**src/rtl/core/gdo_pkg.sv**
```systemverilog
`timescale 1ns / 1ps

package gdo_pkg;

	localparam logic [1:0] STATUS_OK      = 2'd0;
	localparam logic [1:0] STATUS_INVALID = 2'd1;
	localparam logic [1:0] STATUS_RANGE   = 2'd2;

	localparam logic [8:0]  YEAR_CYCLE = 9'd400;
	localparam logic [8:0]  YEAR_LAST_IN_CYCLE = 9'd399;
	localparam logic [15:0] YEAR_MAX = 16'hFFFF;
	localparam logic [15:0] YEAR_MIN = 16'd0;
	localparam logic [3:0]  MONTH_FIRST = 4'd1;
	localparam logic [3:0]  MONTH_LAST = 4'd12;
	localparam logic [4:0]  DAY_FIRST = 5'd1;
	localparam logic [4:0]  DAY_LAST_DEC = 5'd31;

	typedef struct packed {
		logic [4:0]        day;
		logic [3:0]        month;
		logic [15:0]       year;
		logic signed [15:0] offset_days;
	} req_t;

	typedef struct packed {
		logic [4:0]  result_day;
		logic [3:0]  result_month;
		logic [15:0] result_year;
		logic [1:0]  status;
	} rsp_t;

	// Working date; yrem is the year modulo 400, which settles the leap rule.
	typedef struct packed {
		logic [4:0]  day;
		logic [3:0]  month;
		logic [15:0] year;
		logic [8:0]  yrem;
	} date_t;

	typedef enum logic [1:0] {
		ST_IDLE,
		ST_REM,
		ST_CHECK,
		ST_STEP
	} state_t;

	// Since 400 is a multiple of 100 and of 4, the year modulo 400 decides all three tests.
	function automatic logic is_leap(input logic [8:0] yrem);
		logic century;
		begin
			century = (yrem == 9'd100) || (yrem == 9'd200) || (yrem == 9'd300);
			is_leap = (yrem[1:0] == 2'd0) && !century;
		end
	endfunction

	function automatic logic [4:0] month_len(input logic [3:0] month, input logic leap);
		logic [4:0] len;
		begin
			case (month)
				4'd2:                      len = leap ? 5'd29 : 5'd28;
				4'd4, 4'd6, 4'd9, 4'd11:   len = 5'd30;
				default:                   len = 5'd31;
			endcase
			month_len = len;
		end
	endfunction

endpackage

```
**src/rtl/core/gregorian_date_offset.sv**
```systemverilog
`timescale 1ns / 1ps

// Adds a signed number of days to a Gregorian date. A request transfers when start is high
// and busy is low; busy then stays high until the result is presented with done for one
// cycle, and the receiver must take it in that cycle. A request passes through a
// remainder-by-400 on the year, one validity check, one day per cycle from a single-day
// step unit, and a register that presents the result. An invalid start date returns
// unchanged with status 1; a step past 31 Dec 65535 or before 1 Jan 0 stops there with
// status 2.
module gregorian_date_offset (
	input  logic          clk,
	input  logic          arst_n,
	input  logic          start,
	output logic          busy,
	input  gdo_pkg::req_t request,
	output logic          done,
	output gdo_pkg::rsp_t result
);

	gdo_pkg::state_t state_q;
	gdo_pkg::state_t state_d;
	gdo_pkg::date_t  date_q;
	gdo_pkg::date_t  step_nxt;
	gdo_pkg::rsp_t   result_q;
	logic [15:0]     count_q;
	logic            back_q;
	logic            done_q;
	logic            accept;
	logic            rem_done;
	logic [8:0]      rem;
	logic            at_limit;
	logic            date_ok;
	logic            finish;
	logic            do_step;
	logic [1:0]      status_d;
	logic [15:0]     raw;

	assign accept = start && (state_q == gdo_pkg::ST_IDLE);
	assign raw = request.offset_days;

	gdo_mod400 u_mod400 (
		.clk    (clk),
		.arst_n (arst_n),
		.start  (accept),
		.year   (request.year),
		.done   (rem_done),
		.rem    (rem)
	);

	gdo_step u_step (
		.cur      (date_q),
		.back     (back_q),
		.nxt      (step_nxt),
		.at_limit (at_limit)
	);

	assign date_ok = (date_q.month >= gdo_pkg::MONTH_FIRST)
		&& (date_q.month <= gdo_pkg::MONTH_LAST)
		&& (date_q.day >= gdo_pkg::DAY_FIRST)
		&& (date_q.day <= gdo_pkg::month_len(date_q.month, gdo_pkg::is_leap(date_q.yrem)));

	always_comb begin
		state_d = state_q;
		finish = 1'b0;
		do_step = 1'b0;
		status_d = gdo_pkg::STATUS_OK;
		case (state_q)
			gdo_pkg::ST_IDLE: begin
				if (start) begin
					state_d = gdo_pkg::ST_REM;
				end
			end
			gdo_pkg::ST_REM: begin
				if (rem_done) begin
					state_d = gdo_pkg::ST_CHECK;
				end
			end
			gdo_pkg::ST_CHECK: begin
				if (date_ok) begin
					state_d = gdo_pkg::ST_STEP;
				end else begin
					finish = 1'b1;
					status_d = gdo_pkg::STATUS_INVALID;
					state_d = gdo_pkg::ST_IDLE;
				end
			end
			gdo_pkg::ST_STEP: begin
				if (count_q == 16'd0) begin
					finish = 1'b1;
					state_d = gdo_pkg::ST_IDLE;
				end else if (at_limit) begin
					finish = 1'b1;
					status_d = gdo_pkg::STATUS_RANGE;
					state_d = gdo_pkg::ST_IDLE;
				end else begin
					do_step = 1'b1;
				end
			end
			default: begin
				state_d = gdo_pkg::ST_IDLE;
			end
		endcase
	end

	always_ff @(posedge clk or negedge arst_n) begin
		if (!arst_n) begin
			state_q <= gdo_pkg::ST_IDLE;
			done_q <= 1'b0;
		end else begin
			state_q <= state_d;
			done_q <= finish;
		end
	end

	always_ff @(posedge clk) begin
		if (accept) begin
			date_q.day <= request.day;
			date_q.month <= request.month;
			date_q.year <= request.year;
			back_q <= raw[15];
			count_q <= raw[15] ? (~raw + 16'd1) : raw;
		end else if (state_q == gdo_pkg::ST_REM && rem_done) begin
			date_q.yrem <= rem;
		end else if (do_step) begin
			date_q <= step_nxt;
			count_q <= count_q - 16'd1;
		end
		if (finish) begin
			result_q.result_day <= date_q.day;
			result_q.result_month <= date_q.month;
			result_q.result_year <= date_q.year;
			result_q.status <= status_d;
		end
	end

	assign busy = (state_q != gdo_pkg::ST_IDLE);
	assign done = done_q;
	assign result = result_q;

endmodule

```
**src/rtl/core/gdo_mod400.sv**
```systemverilog
`timescale 1ns / 1ps

// Year modulo 400. Since 400 is 16 times 25, the remainder is the upper twelve
// bits modulo 25, shifted back up, joined with the low four bits. The quotient by 25 comes
// from a multiply by 1311 and a shift by 15, which is exact for every twelve-bit value.
module gdo_mod400 (
	input  logic        clk,
	input  logic        arst_n,
	input  logic        start,
	input  logic [15:0] year,
	output logic        done,
	output logic [8:0]  rem
);

	localparam logic [22:0] RECIP_25 = 23'd1311;
	localparam logic [11:0] DIV_25 = 12'd25;

	logic [11:0] hi_q;
	logic [3:0]  lo_q;
	logic [7:0]  quot_q;
	logic        run_q;
	logic        done_q;
	logic [22:0] prod;
	logic [11:0] fold;

	assign prod = {11'd0, hi_q} * RECIP_25;
	assign fold = hi_q - {4'd0, quot_q} * DIV_25;

	always_ff @(posedge clk or negedge arst_n) begin
		if (!arst_n) begin
			run_q <= 1'b0;
			done_q <= 1'b0;
		end else begin
			done_q <= 1'b0;
			if (start) begin
				run_q <= 1'b1;
			end else if (run_q) begin
				run_q <= 1'b0;
				done_q <= 1'b1;
			end
		end
	end

	always_ff @(posedge clk) begin
		if (start) begin
			hi_q <= year[15:4];
			lo_q <= year[3:0];
		end
		if (run_q) begin
			quot_q <= prod[22:15];
		end
	end

	assign done = done_q;
	assign rem = {fold[4:0], lo_q};

endmodule

```
**src/rtl/core/gdo_step.sv**
```systemverilog
`timescale 1ns / 1ps

// Moves a date by one day in either direction and flags the ends of the year range.
module gdo_step (
	input  gdo_pkg::date_t cur,
	input  logic           back,
	output gdo_pkg::date_t nxt,
	output logic           at_limit
);

	logic       leap_cur;
	logic       leap_prev;
	logic [4:0] len_cur;
	logic [3:0] prev_month;
	logic [15:0] prev_year;
	logic [8:0] prev_yrem;

	always_comb begin
		leap_cur = gdo_pkg::is_leap(cur.yrem);
		len_cur = gdo_pkg::month_len(cur.month, leap_cur);

		// Backward across a month: the new day is the length of the previous month.
		if (cur.month > gdo_pkg::MONTH_FIRST) begin
			prev_month = cur.month - 4'd1;
			prev_year = cur.year;
			prev_yrem = cur.yrem;
		end else begin
			prev_month = gdo_pkg::MONTH_LAST;
			prev_year = cur.year - 16'd1;
			prev_yrem = (cur.yrem == 9'd0) ? gdo_pkg::YEAR_LAST_IN_CYCLE : cur.yrem - 9'd1;
		end
		leap_prev = gdo_pkg::is_leap(prev_yrem);

		nxt = cur;
		if (back) begin
			at_limit = (cur.day == gdo_pkg::DAY_FIRST) && (cur.month == gdo_pkg::MONTH_FIRST)
				&& (cur.year == gdo_pkg::YEAR_MIN);
			if (cur.day > gdo_pkg::DAY_FIRST) begin
				nxt.day = cur.day - 5'd1;
			end else begin
				nxt.month = prev_month;
				nxt.year = prev_year;
				nxt.yrem = prev_yrem;
				nxt.day = gdo_pkg::month_len(prev_month, leap_prev);
			end
		end else begin
			at_limit = (cur.day == gdo_pkg::DAY_LAST_DEC) && (cur.month == gdo_pkg::MONTH_LAST)
				&& (cur.year == gdo_pkg::YEAR_MAX);
			if (cur.day < len_cur) begin
				nxt.day = cur.day + 5'd1;
			end else begin
				nxt.day = gdo_pkg::DAY_FIRST;
				if (cur.month < gdo_pkg::MONTH_LAST) begin
					nxt.month = cur.month + 4'd1;
				end else begin
					nxt.month = gdo_pkg::MONTH_FIRST;
					nxt.year = cur.year + 16'd1;
					nxt.yrem = (cur.yrem == gdo_pkg::YEAR_LAST_IN_CYCLE) ? 9'd0
						: cur.yrem + 9'd1;
				end
			end
		end
	end

endmodule

```
**config.mk**
```make
export PLATFORM = sky130hd
export DESIGN_NAME = gregorian_date_offset
export DESIGN_NICKNAME = d
export VERILOG_FILES = /design/src/rtl/core/gdo_pkg.sv /design/src/rtl/core/gregorian_date_offset.sv /design/src/rtl/core/gdo_mod400.sv /design/src/rtl/core/gdo_step.sv
export SDC_FILE = /design/constraint.sdc
export NUM_CORES = 1
export LEC_CHECK = 0
export ABC_CLOCK_PERIOD_IN_PS = 10400
export BUFFER_PORTS_ARGS = -buffer_cell sky130_fd_sc_hd__buf_2
export CAP_MARGIN = 20
export CORE_MARGIN = 3
export CORE_UTILIZATION = 31
export CTS_BUF_LIST = sky130_fd_sc_hd__clkbuf_4 sky130_fd_sc_hd__clkbuf_8
export DETAILED_ROUTE_END_ITERATION = 8
export PLACE_DENSITY = 0.59
export SYNTH_ARGS = -nofsm -noshare
export SYNTH_HDL_FRONTEND = slang
export SYNTH_SLANG_ARGS = --single-unit
```
**constraint.sdc**
```tcl
create_clock -name clk -period 10.4 [get_ports clk]
set_input_delay 2.08 -clock clk [delete_from_list [all_inputs] [get_ports clk]]
set_output_delay 2.08 -clock clk [all_outputs]
set_load 0.02 [all_outputs]
```
==> metrics.md, run 1 <==
| Metric | Value |
|---|---|
| Hold EP | `date_q[1]` |
| Portion of the clock cycle consumed by the worst path in the final layout | `48.9%` |
| Switching power of the nets | `1.17 mW` |
| Total Neg Setup Slack | `0 ps` |
| Flip-flop and latch count after synthesis | `approximately 100` |
| Endpoint arrival time on the critical path | `~5200 ps` |
| Worst skew pair latency | `400 ps` |
| Total global routing track utilization | `13.9%` |
| Die X-Extent | `around 180 um` |
| Max Buffers Root-to-Sink | `2` |
| Largest delay share family, worst path | `adder cells` |
| Sum of overflow across all layers after global routing | `0` |
| Met3 wire length | `1050 um` |
| Effective utilization at floorplan | `31.9%` |
| Number of I/O pins | `73` |
| Pwr per Cell Area | `roughly 260 nW/um^2` |
| Fmax | `197 MHz` |
| Asr flop ratio synth | `between 4 and 5%` |
| Kind of critical path | `reg2reg` |
| Number of instances in the synthesized netlist | `around 900` |
| Startpoint kind of the worst setup timing path | `flip-flop` |
| Die Ht | `between 150 and 200 um` |
| Number of vias after detailed routing | `between 6000 and 7000` |
| Post-Syn Nets | `1095` |
| Run status | `completed` |
| Kind of capture point of the worst setup path | `flip-flop` |
| Synth top area cells | `edfxtp_1 (33%), ha_1 (15%), fa_1 (9.6%), inv_1 (4.8%), xnor2_1 (4.3%)` |
| Total area of multi-input combinational cells | `5390 um^2` |
| HPWL after detailed placement | `roughly 17000 um` |
| Pin count of the biggest net entering global routing | `66` |
| Number of CTS-inserted buffers | `9` |
| Power share of the clock group | `9.4%` |
| Area of the core | `28200 um^2` |
| Maximum VDD drop | `92.9 uV` |
| Number of core rows | `61` |
| Input/output buffers | `72` |
| Worst hold path cell count | `2` |
| Launch instance of the worst register-to-register path | `u_mod400.hi_q[8]` |
| Net count reported at finish | `around 1200` |
| Biggest area consumer among synthesized cells | `edfxtp_1` |
| Rel. slew slack | `34.0%` |
| Number of iterations in the first detailed-routing pass | `5` |
| Max Transition Viols Final | `0` |
| Mapped Avg Cell Area | `10.0 um^2` |
| Cell Int Power | `1.43 mW` |
| Deepest level of the CTS H-tree | `3` |
| Final Critical Period | `roughly 5000 ps` |
| Remaining design rule violation count | `0` |
| Routed wire length | `~21000 um` |
| HP Class | `reg2reg` |
| Part of the power in registers | `30.3%` |
| Endpoint of the lowest-slack register-to-register path | `u_mod400.quot_q[4]` |
| Routed metal-1 wirelength | `9510 um` |
| Clock tree skew after final layout | `approximately 26 ps` |
| Post-synth EDFFs | `approximately 100` |
| Post-CTS setup buffer count | `0` |
| Post-synthesis instance area | `9010 um^2` |
| Number of design-rule violations left by the first detailed-router iteration | `between 300 and 400` |
| Remaining number of nets flagged by the antenna check after routing | `0` |
| Unrepaired setup endpoints after global routing | `no` |
| Commonest non-fill, non-tap cell in the layout | `inv_1` |
| Share of total power in combinational logic | `60.3%` |
| Critical-path cell with the highest stage delay | `edfxtp_1` |
| Seq/Total Area, Yosys | `34.4%` |
| Clock transition time at the flip-flop clock pins of the worst setup and hold paths | `between 100 and 150 ps` |
| Startpoint of the most critical hold path | `u_mod400.lo_q[1]` |
| Transition time at the pin with the least slew margin | `983 ps` |
| Count of instances resized after the clock tree is built | `0` |
| Ratio of cells with drive above 1 in the final layout | `11.7%` |
| Primary flip-flop cell chosen by synthesis mapping | `edfxtp_1` |
| Cell-by-cell listing of the critical path | `fa_1 > ha_1 > inv_1 > fa_1 > inv_1 > fa_1 > inv_1 > fa_1 > inv_1 > ha_1 > and4_1 > and3_1 > a21o_1 > a41o_1 > a311oi_1 > o21bai_1 > xnor2_1` |
| Critical Path Max Stage Delay | `550 ps` |
| Antenna violations before repair | `1` |
| Area enclosed by the die boundary | `31100 um^2` |
| DR vias/cell | `between 5 and 6` |
| R2r worst-path depth | `17` |
| Number of global-route vias before repair | `about 6700` |
| CTS root buffer | `clkbuf_8` |
| TritonCTS clock tree | `yes` |
| Highest-count cells in the layout ignoring fill and taps | `inv_1 (115), ha_1 (109), edfxtp_1 (99)` |
| Largest fanout on the critical path | `6` |
| Synthesis Warnings | `0` |
| P_leak | `4.17 nW` |
| Mean routed wirelength per cell | `between 15 and 20 um` |
| Met2 WL | `10100 um` |
| Register Area | `3100 um^2` |
| Antenna Cells | `0` |
| Setup-violating endpoint count in the final report | `0` |
| Total number of clock tree sinks | `104` |
| Unique cell type count in the Yosys netlist | `73` |
| Switching power share of the total | `between 40 and 50%` |
| Setup slack of the most critical reg-to-reg path | `5310 ps` |
| Number of buffers inserted for hold repair after clock tree synthesis | `0` |
| Buffering stage count on the worst path with inverters included | `4` |
| Endpoint required time on the critical path | `10530 ps` |
| Fill cells | `2903` |
| Final-report hold violation count | `0` |
| First-pass GRT wire length | `roughly 35000 um` |
| Share of Yosys cell area claimed by the top area cell type | `around a third` |
| Global placement routability congestion | `0.874` |
| Post-Place Worst Slack | `approximately 5300 ps` |
| Max-capacitance violation count | `0` |
| Layout overhead on the synthesized area | `10.8%` |
| Top layer in use | `met5` |
| Setup slack of the critical path after layout | `5310 ps` |
==> area by class of cell <==
class                      count  share of cell area (%)
clock buffer                  10                    1.32
clock inverter                 5                   0.414
inverter                     118                    4.44
multi-input combinational    652                    54.0
sequential                   104                    31.0
tap                          378                    4.74
timing repair buffer          77                    4.06
==> through the flow <==
stage,instance area (um^2),instances,power (mW),hold slack (ps),utilization [%]
floorplan,9010,899,1.98,424,-
global placement,9790,1328,2.34,512,34.7
detailed placement,9790,1328,2.37,517,34.7
CTS,9970,1343,2.63,543,35.3
global route,9980,1344,2.92,570,35.3
finish,9980,1344,2.60,536,35.3
==> worst register-to-register path, stage by stage, from the launching register on <==
cell and delay (ps):
edfxtp_1 550, fa_1 530, ha_1 290, inv_1 50, fa_1 480, inv_1 60
fa_1 530, inv_1 50, fa_1 520, inv_1 40, ha_1 290, and4_1 220
and3_1 180, a21o_1 140, a41o_1 250, a311oi_1 390, o21bai_1 130, xnor2_1 130
==> cells in the mapped netlist, types with 3 or more instances <==
master and n:
inv_1 115, ha_1 109, edfxtp_1 99, nand2_1 61, nor2_1 59, xnor2_1 44, fa_1 43, o21ai_1 40
a21oi_1 39, xor2_1 26, o21ai_0 22, nand3_1 19, nor3_1 18, clkbuf_1 17, and3_1 11, a211oi_1 10
nand4_1 10, nor4_1 10, a21o_1 8, a31oi_1 8, nor2b_1 7, o21a_1 6, o31ai_1 6, buf_2 5
dfrtp_1 5, nand2b_1 5, nor3b_1 5, o211ai_1 5, a22oi_1 4, mux2i_1 4, or3_1 4, a21boi_1 3
buf_1 3, inv_2 3, nand3b_1 3, o21bai_1 3, o221ai_1 3, o22ai_1 3, or2_1 3, or4_1 3
==> metal layers <==
layer	global-route usage, %	vias to the layer above
li1	-	3331
met1	18.5	3238
met5	0	-
met3	2.30	25
met2	23.3	137
met4	4.19	2
==> how the worst max path moves through the flow <==
| stage | startpoint | end | slack, ps | cells past startpoint |
|---|---|---|---|---|
| 3_3_place_gp | u_mod400.hi_q[8] | u_mod400.quot_q[4] | 5390 | 17 |
| 5_1_grt | u_mod400.hi_q[8] | u_mod400.quot_q[4] | 5040 | 17 |
| 2_1_floorplan | u_mod400.hi_q[9] | u_mod400.quot_q[4] | 5560 | 17 |
| 6_report | u_mod400.hi_q[8] | u_mod400.quot_q[4] | 5310 | 17 |
| 3_5_place_dp | u_mod400.hi_q[8] | u_mod400.quot_q[4] | 5330 | 17 |
| 4_1_cts | u_mod400.hi_q[8] | u_mod400.quot_q[4] | 5290 | 17 |
==> state kept, by name, indices dropped and copies added (netlist names) <==
name and flops:
date_q 34, u_mod400.lo_q 4, back_q 1, state_q 2
u_mod400.done 1, count_q 16, result 27, u_mod400.run_q 1
u_mod400.quot_q 5, u_mod400.hi_q 12, done 1
==> power by group through the flow <==
stage,sequential (mW),combinational (mW),clock [mW]
global route,0.807,1.84,0.268
finish,0.788,1.57,0.243
detailed placement,0.799,1.57,0
floorplan,0.762,1.22,0
CTS,0.790,1.59,0.250
global placement,0.797,1.54,0
==> cells by family (layout without fill, tap and decap cells) <==
kind of cell / after synthesis / in the layout / share of synthesized area [%]
simple gates: 238 / 238 / 13.9
compound gates: 188 / 188 / 13.8
fa+ha+maj: 152 / 152 / 24.7
buf+inv: 143 / 210 / 6.03
flops: 104 / 104 / 34.4
xor+xnor: 70 / 70 / 6.80
mux: 4 / 4 / 0.444
Power figures use the tool's default switching activity.
==> inputs of run 2 (changes only) <==
Settings changed: ABC_CLOCK_PERIOD_IN_PS 10400 to 5200.
Clock period 10.4 ns to 5.2 ns, I/O delays scaled along.
==> run 2 against run 1 <==
Compared with the run above:
- cell count rose by 0.52%
- hold slack got worse by 77 ps
- global-route usage barely moved
- power grew 100%
- die area unchanged
- flip-flop and latch count unchanged
- worst setup slack worse by 5000 ps
- non-clock buffer count increased by 6
- critical path type unchanged
==> metrics.md, run 2 (synthesis results as in run 1) <==
| Metric | Value |
|---|---|
| Run status | `completed` |
| Worst skew pair latency | `roughly 400 ps` |
| Pin count of the biggest net entering global routing | `52` |
| Number of core rows | `61` |
| Fill cells | `a little under 3000` |
| Fraction of the core area covered by cells at the end of the flow | `35.5%` |
| Final-report hold violation count | `0` |
| Placed cell areas | `9840 um^2` |
| Max Buffers Root-to-Sink | `2` |
| Worst setup path start | `u_mod400.hi_q[9]` |
| Fmax | `204 MHz` |
| Kind of capture point of the worst setup path | `flip-flop` |
| Input/output buffers | `72` |
| Number of vias after detailed routing | `between 6000 and 7000` |
| HPWL after detailed placement | `16700 um` |
| Cell Int Power | `2.86 mW` |
| Layout overhead on the synthesized area | `11.3%` |
| Total number of clock tree sinks | `104` |
| R2r worst-path depth | `17` |
| Routed wire length | `approximately 21000 um` |
| Die Ht | `176 um` |
| Endpoint arrival time on the critical path | `slightly above 5000 ps` |
| DR vias/cell | `5.00` |
| Worst hold slack across all endpoints | `459 ps` |
| Max Transition Viols Final | `0` |
| HP Class | `in2async` |
| Largest fanout on the critical path | `6` |
| Setup-violating endpoint count in the final report | `0` |
| Part of the power in registers | `30.3%` |
| Number of global-route vias before repair | `about 6700` |
| Clock transition time at the flip-flop clock pins of the worst setup and hold paths | `110 ps` |
| Number of iterations in the first detailed-routing pass | `5` |
| Placed cell count | `1334` |
| Kind of critical path | `reg2reg` |
| Critical Path Max Stage Delay | `530 ps` |
| Share of total power in combinational logic | `60.2%` |
| Ratio of cells with drive above 1 in the final layout | `between 10 and 15%` |
| Antenna Cells | `0` |
| Critical-path cell with the highest stage delay | `edfxtp_1` |
| P_leak | `4.21 nW` |
| Total Neg Setup Slack | `0 ps` |
| Number of CTS-inserted buffers | `9` |
| Rel. slew slack | `35.9%` |
| Switching power share of the total | `44.9%` |
| Clock tree skew after final layout | `25.9 ps` |
| Post-layout total power | `5.19 mW` |
| Sum of overflow across all layers after global routing | `0` |
| CTS root buffer | `clkbuf_8` |
| Number of I/O pins | `73` |
| Area enclosed by the die boundary | `31100 um^2` |
| Max FFs per register | `34` |
| Pwr per Cell Area | `between 500 and 600 nW/um^2` |
| Post-Place Worst Slack | `177 ps` |
| Global placement routability congestion | `0.856` |
| First-pass GRT wire length | `roughly 35000 um` |
| Area of the core | `28200 um^2` |
| Highest-count cells in the layout ignoring fill and taps | `inv_1 (115), ha_1 (109), edfxtp_1 (99)` |
| Number of buffers inserted for hold repair after clock tree synthesis | `0` |
| Number of design-rule violations left by the first detailed-router iteration | `407` |
| Total area of multi-input combinational cells | `about 5400 um^2` |
| Antenna violations before repair | `0` |
| Setup slack of the most critical reg-to-reg path | `300 ps` |
| Deepest level of the CTS H-tree | `3` |
| Power share of the clock group | `9.5%` |
| Mean routed wirelength per cell | `around 16 um` |
| Net count reported at finish | `1164` |
| Max-capacitance violation count | `0` |
| Commonest non-fill, non-tap cell in the layout | `inv_1` |
| TritonCTS clock tree | `yes` |
| Unrepaired setup endpoints after global routing | `no` |
| Setup slack of the critical path after layout | `roughly 300 ps` |
| Endpoint of the lowest-slack register-to-register path | `u_mod400.quot_q[4]` |
| Launch instance of the worst register-to-register path | `u_mod400.hi_q[9]` |
| Maximum VDD drop | `247 uV` |
| Non-filler cells, final | `1351` |
| Transition time at the pin with the least slew margin | `956 ps` |
| Endpoint required time on the critical path | `5340 ps` |
| Final design instance area without fill | `10000 um^2` |
| Die X-Extent | `~180 um` |
| Final Critical Period | `4900 ps` |
| Register with the most flip-flops | `date_q` |
| Register Area | `3100 um^2` |
| Total global routing track utilization | `13.9%` |
| Effective utilization at floorplan | `31.9%` |
| Switching power of the nets | `2.33 mW` |
| Portion of the clock cycle consumed by the worst path in the final layout | `94.2%` |
| Cell-by-cell listing of the critical path | `fa_1 > ha_1 > inv_1 > fa_1 > inv_1 > fa_1 > inv_1 > fa_1 > inv_1 > ha_1 > and4_1 > and3_1 > a21o_1 > a41o_1 > a311oi_2 > o21bai_1 > xnor2_1` |
| Remaining number of nets flagged by the antenna check after routing | `0` |
| Remaining design rule violation count | `0` |
| Startpoint kind of the worst setup timing path | `flip-flop` |
-- run 2: changes by cell type in the layout (fill, tap and decap cells not counted) --
cell and change:
a311oi_1 -1, a311oi_2 +1, buf_4 +7, buf_8 -1, clkbuf_4 -1, clkinv_2 +3
clkinv_4 -1, clkinvlp_4 -2, inv_6 +1, inv_8 +1
-- run 2: worst max-delay path by stage --
stage | to | slack (ps)
2_1_floorplan | u_mod400.quot_q[4] | 360
3_3_place_gp | u_mod400.quot_q[4] | 210
3_5_place_dp | u_mod400.quot_q[4] | 180
4_1_cts | u_mod400.quot_q[4] | 170
5_1_grt | u_mod400.quot_q[4] | 4
6_report | u_mod400.quot_q[4] | 300
-- run 2: critical path: cells and delay by family (launching register included) --
kind                     cells  cell delay (ps)
adder cells (fa/ha/maj)      6             2580
buffers and inverters        4              180
flip-flops                   1              530
AND/OR/NAND/NOR              2              410
AO/OA/AOI/OAI                4              810
XOR/XNOR                     1              130
-- run 2: layout make-up --
type                       count  area share (%)
clock inverter                 7           0.524
clock buffer                   9            1.24
tap                          378            4.72
timing repair buffer          83            4.42
multi-input combinational    652            53.8
sequential                   104            30.9
inverter                     118            4.42
-- run 2: power by group through the flow --
stage          clock network (mW)  logic (mW)  registers [mW]
2_1_floorplan                   0        2.44            1.52
3_3_place_gp                    0        3.09            1.59
3_5_place_dp                    0        3.13            1.59
4_1_cts                     0.505        3.16            1.58
5_1_grt                     0.538        3.69            1.61
6_report                    0.493        3.12            1.57
-- run 2: metal layers --
metal | track usage, % | vias to the layer above | routed length (um) | share of wire (%)
met4 | 4.06 | 0 | 469 | 2.2
met3 | 2.06 | 33 | 716 | 3.4
met2 | 23.0 | 125 | 10000 | 47
met1 | 18.9 | 3256 | 9980 | 47
met5 | 0 | - | 0 | 0
li1 | - | 3340 | - | -
-- run 2: timing repair --
action                                  in CTS  in global routing
endpoints found under the setup margin       0                  1
resized for setup                            0                  1
setup buffers                                0                  1
==> inputs of run 3 (changes only) <==
Settings changed: ABC_CLOCK_PERIOD_IN_PS 5200 to 5500, SLEW_MARGIN set to 20.
Clock period 5.2 ns to 5.5 ns, I/O delays scaled along.
==> run 3 against run 2 <==
Compared with the run above:
- flip-flop and latch count unchanged
- highest routed layer unchanged
- fmax fell by 3.3%
- sequential power decreased by 5%
- clock power down 4%
- largest power group unchanged
- critical path depth is the same
- hold slack better by 64 ps
==> metrics.md, run 3 (synthesis results as in run 1) <==
| Metric | Value |
|---|---|
| Critical-path cell with the highest stage delay | `edfxtp_1` |
| Unrepaired setup endpoints after global routing | `no` |
| Largest delay share family, worst path | `adder cells` |
| Number of core rows | `61` |
| Endpoint arrival time on the critical path | `5200 ps` |
| Number of I/O pins | `73` |
| Number of global-route vias before repair | `6747` |
| Endpoint required time on the critical path | `5640 ps` |
| Run status | `completed` |
| Clock tree skew after final layout | `approximately 15 ps` |
| Die X-Extent | `176 um` |
| Number of vias after detailed routing | `between 6000 and 7000` |
| Startpoint kind of the worst setup timing path | `flip-flop` |
| Area enclosed by the die boundary | `a little over 30000 um^2` |
| Final Critical Period | `5060 ps` |
| Maximum VDD drop | `237 uV` |
| Number of iterations in the first detailed-routing pass | `5` |
| Final-report hold violation count | `0` |
| Fmax | `197 MHz` |
| Input/output buffers | `72` |
| HPWL after detailed placement | `16700 um` |
| Remaining number of nets flagged by the antenna check after routing | `0` |
| Count of instances resized after the clock tree is built | `0` |
| HP Class | `in2async` |
| Transition time at the pin with the least slew margin | `951 ps` |
| Placed cell count | `1330` |
| Max FFs per register | `34` |
| Total number of clock tree sinks | `104` |
| Clock transition time at the flip-flop clock pins of the worst setup and hold paths | `100 ps` |
| Global placement routability congestion | `0.847` |
| Setup-violating endpoint count in the final report | `0` |
| Buffering stage count on the worst path with inverters included | `4` |
| Total Neg Setup Slack | `0 ps` |
| DR vias/cell | `around 5.0` |
| Pwr per Cell Area | `~490 nW/um^2` |
| Layout overhead on the synthesized area | `10.9%` |
| Commonest non-fill, non-tap cell in the layout | `inv_1` |
| Die Ht | `176 um` |
| Antenna violations before repair | `0` |
| Register with the most flip-flops | `date_q` |
| Kind of critical path | `reg2reg` |
| First-pass GRT wire length | `between 30000 and 40000 um` |
| Routed wire length | `21200 um` |
| Highest-count cells in the layout ignoring fill and taps | `inv_1 (115), ha_1 (109), edfxtp_1 (99)` |
| Max Buffers Root-to-Sink | `2` |
| Antenna Cells | `0` |
| Sum of overflow across all layers after global routing | `0` |
| Total global routing track utilization | `13.9%` |
| Non-filler cells, final | `1346` |
| Portion of the clock cycle consumed by the worst path in the final layout | `92.1%` |
| Area of the core | `28200 um^2` |
| Effective utilization at floorplan | `31.9%` |
| TritonCTS clock tree | `yes` |
| Total area of multi-input combinational cells | `5390 um^2` |
| Kind of capture point of the worst setup path | `flip-flop` |
| Register Area | `3100 um^2` |
| Post-CTS setup buffer count | `0` |
| P_leak | `4.19 nW` |
| Cell-by-cell listing of the critical path | `fa_1 > ha_1 > inv_1 > fa_1 > inv_1 > fa_1 > inv_1 > fa_1 > inv_1 > ha_1 > and4_1 > and3_1 > a21o_1 > a41o_1 > a311oi_1 > o21bai_1 > xnor2_1` |
| Number of CTS-inserted buffers | `9` |
| Setup slack of the most critical reg-to-reg path | `between 400 and 500 ps` |
| Rel. slew slack | `36.2%` |
| Max Transition Viols Final | `0` |
| Ratio of cells with drive above 1 in the final layout | `11.9%` |
| Number of buffers inserted for hold repair after clock tree synthesis | `0` |
| Deepest level of the CTS H-tree | `3` |
| Fill cells | `just under 3000` |
| Worst skew pair latency | `390 ps` |
| Largest fanout on the critical path | `6` |
| Net count reported at finish | `1159` |
| Pin count of the biggest net entering global routing | `45` |
| CTS root buffer | `clkbuf_8` |
| Mean routed wirelength per cell | `approximately 16 um` |
| Remaining design rule violation count | `0` |
| Number of design-rule violations left by the first detailed-router iteration | `approximately 430` |
| Critical Path Max Stage Delay | `between 500 and 600 ps` |
| Max-capacitance violation count | `0` |
## run 3: cell types whose count changed in the layout (fill, tap and decap cells not counted)
cell / previous run / this run
clkinv_4: 0 / 2
clkbuf_4: 0 / 1
buf_4: 11 / 6
inv_6: 3 / 2
a311oi_1: 0 / 1
a311oi_2: 1 / 0
clkinv_2: 3 / 1
## run 3: report_power, final
part | switching (mW) | internal [mW] | leakage [nW]
registers | 0.254 | 1.24 | 0.976
clock network | 0.297 | 0.178 | 0.0966
logic | 1.66 | 1.28 | 3.12
## run 3: per-layer routing
layer | vias to the layer above | share of wire, % | routed length (um) | GRT usage, %
met4 | 0 | 2.5 | 528 | 4.75
met1 | 3237 | 46 | 9730 | 18.5
met5 | - | 0 | 0 | 0
met3 | 33 | 4.1 | 876 | 2.04
li1 | 3326 | - | - | -
met2 | 140 | 47 | 10000 | 23.0
## run 3: layout make-up
class	count	area share (%)
Tap cell	378	4.73
Sequential cell	104	31.0
Clock buffer	10	1.31
Clock inverter	6	0.513
Multi-Input combinational cell	652	53.9
Timing Repair Buffer	78	4.06
Inverter	118	4.43
## run 3: through the flow
step	power, mW	hold WS (ps)	instance area (um^2)	utilization (%)	worst slack [ps]
5_1_grt	5.50	513	9990	35.4	151
4_1_cts	4.97	511	9990	35.4	421
3_5_place_dp	4.48	521	9810	34.7	426
3_3_place_gp	4.42	518	9810	34.7	516
2_1_floorplan	3.74	424	9010	-	663
6_report	4.91	523	9990	35.4	436
## run 3: path summary, 6_finish.rpt
| kind | depth (start not counted) | to | from |
|---|---|---|---|
| max reg2reg | 17 | u_mod400.quot_q[4] | u_mod400.hi_q[8] |
| min reg2reg | 2 | date_q[1] | u_mod400.lo_q[1] |
| min | 1 | done | arst_n |
| max | 17 | u_mod400.quot_q[4] | u_mod400.hi_q[8] |
| min in group clk | 2 | date_q[1] | u_mod400.lo_q[1] |
| max in group asynchronous | 1 | state_q[1] | arst_n |
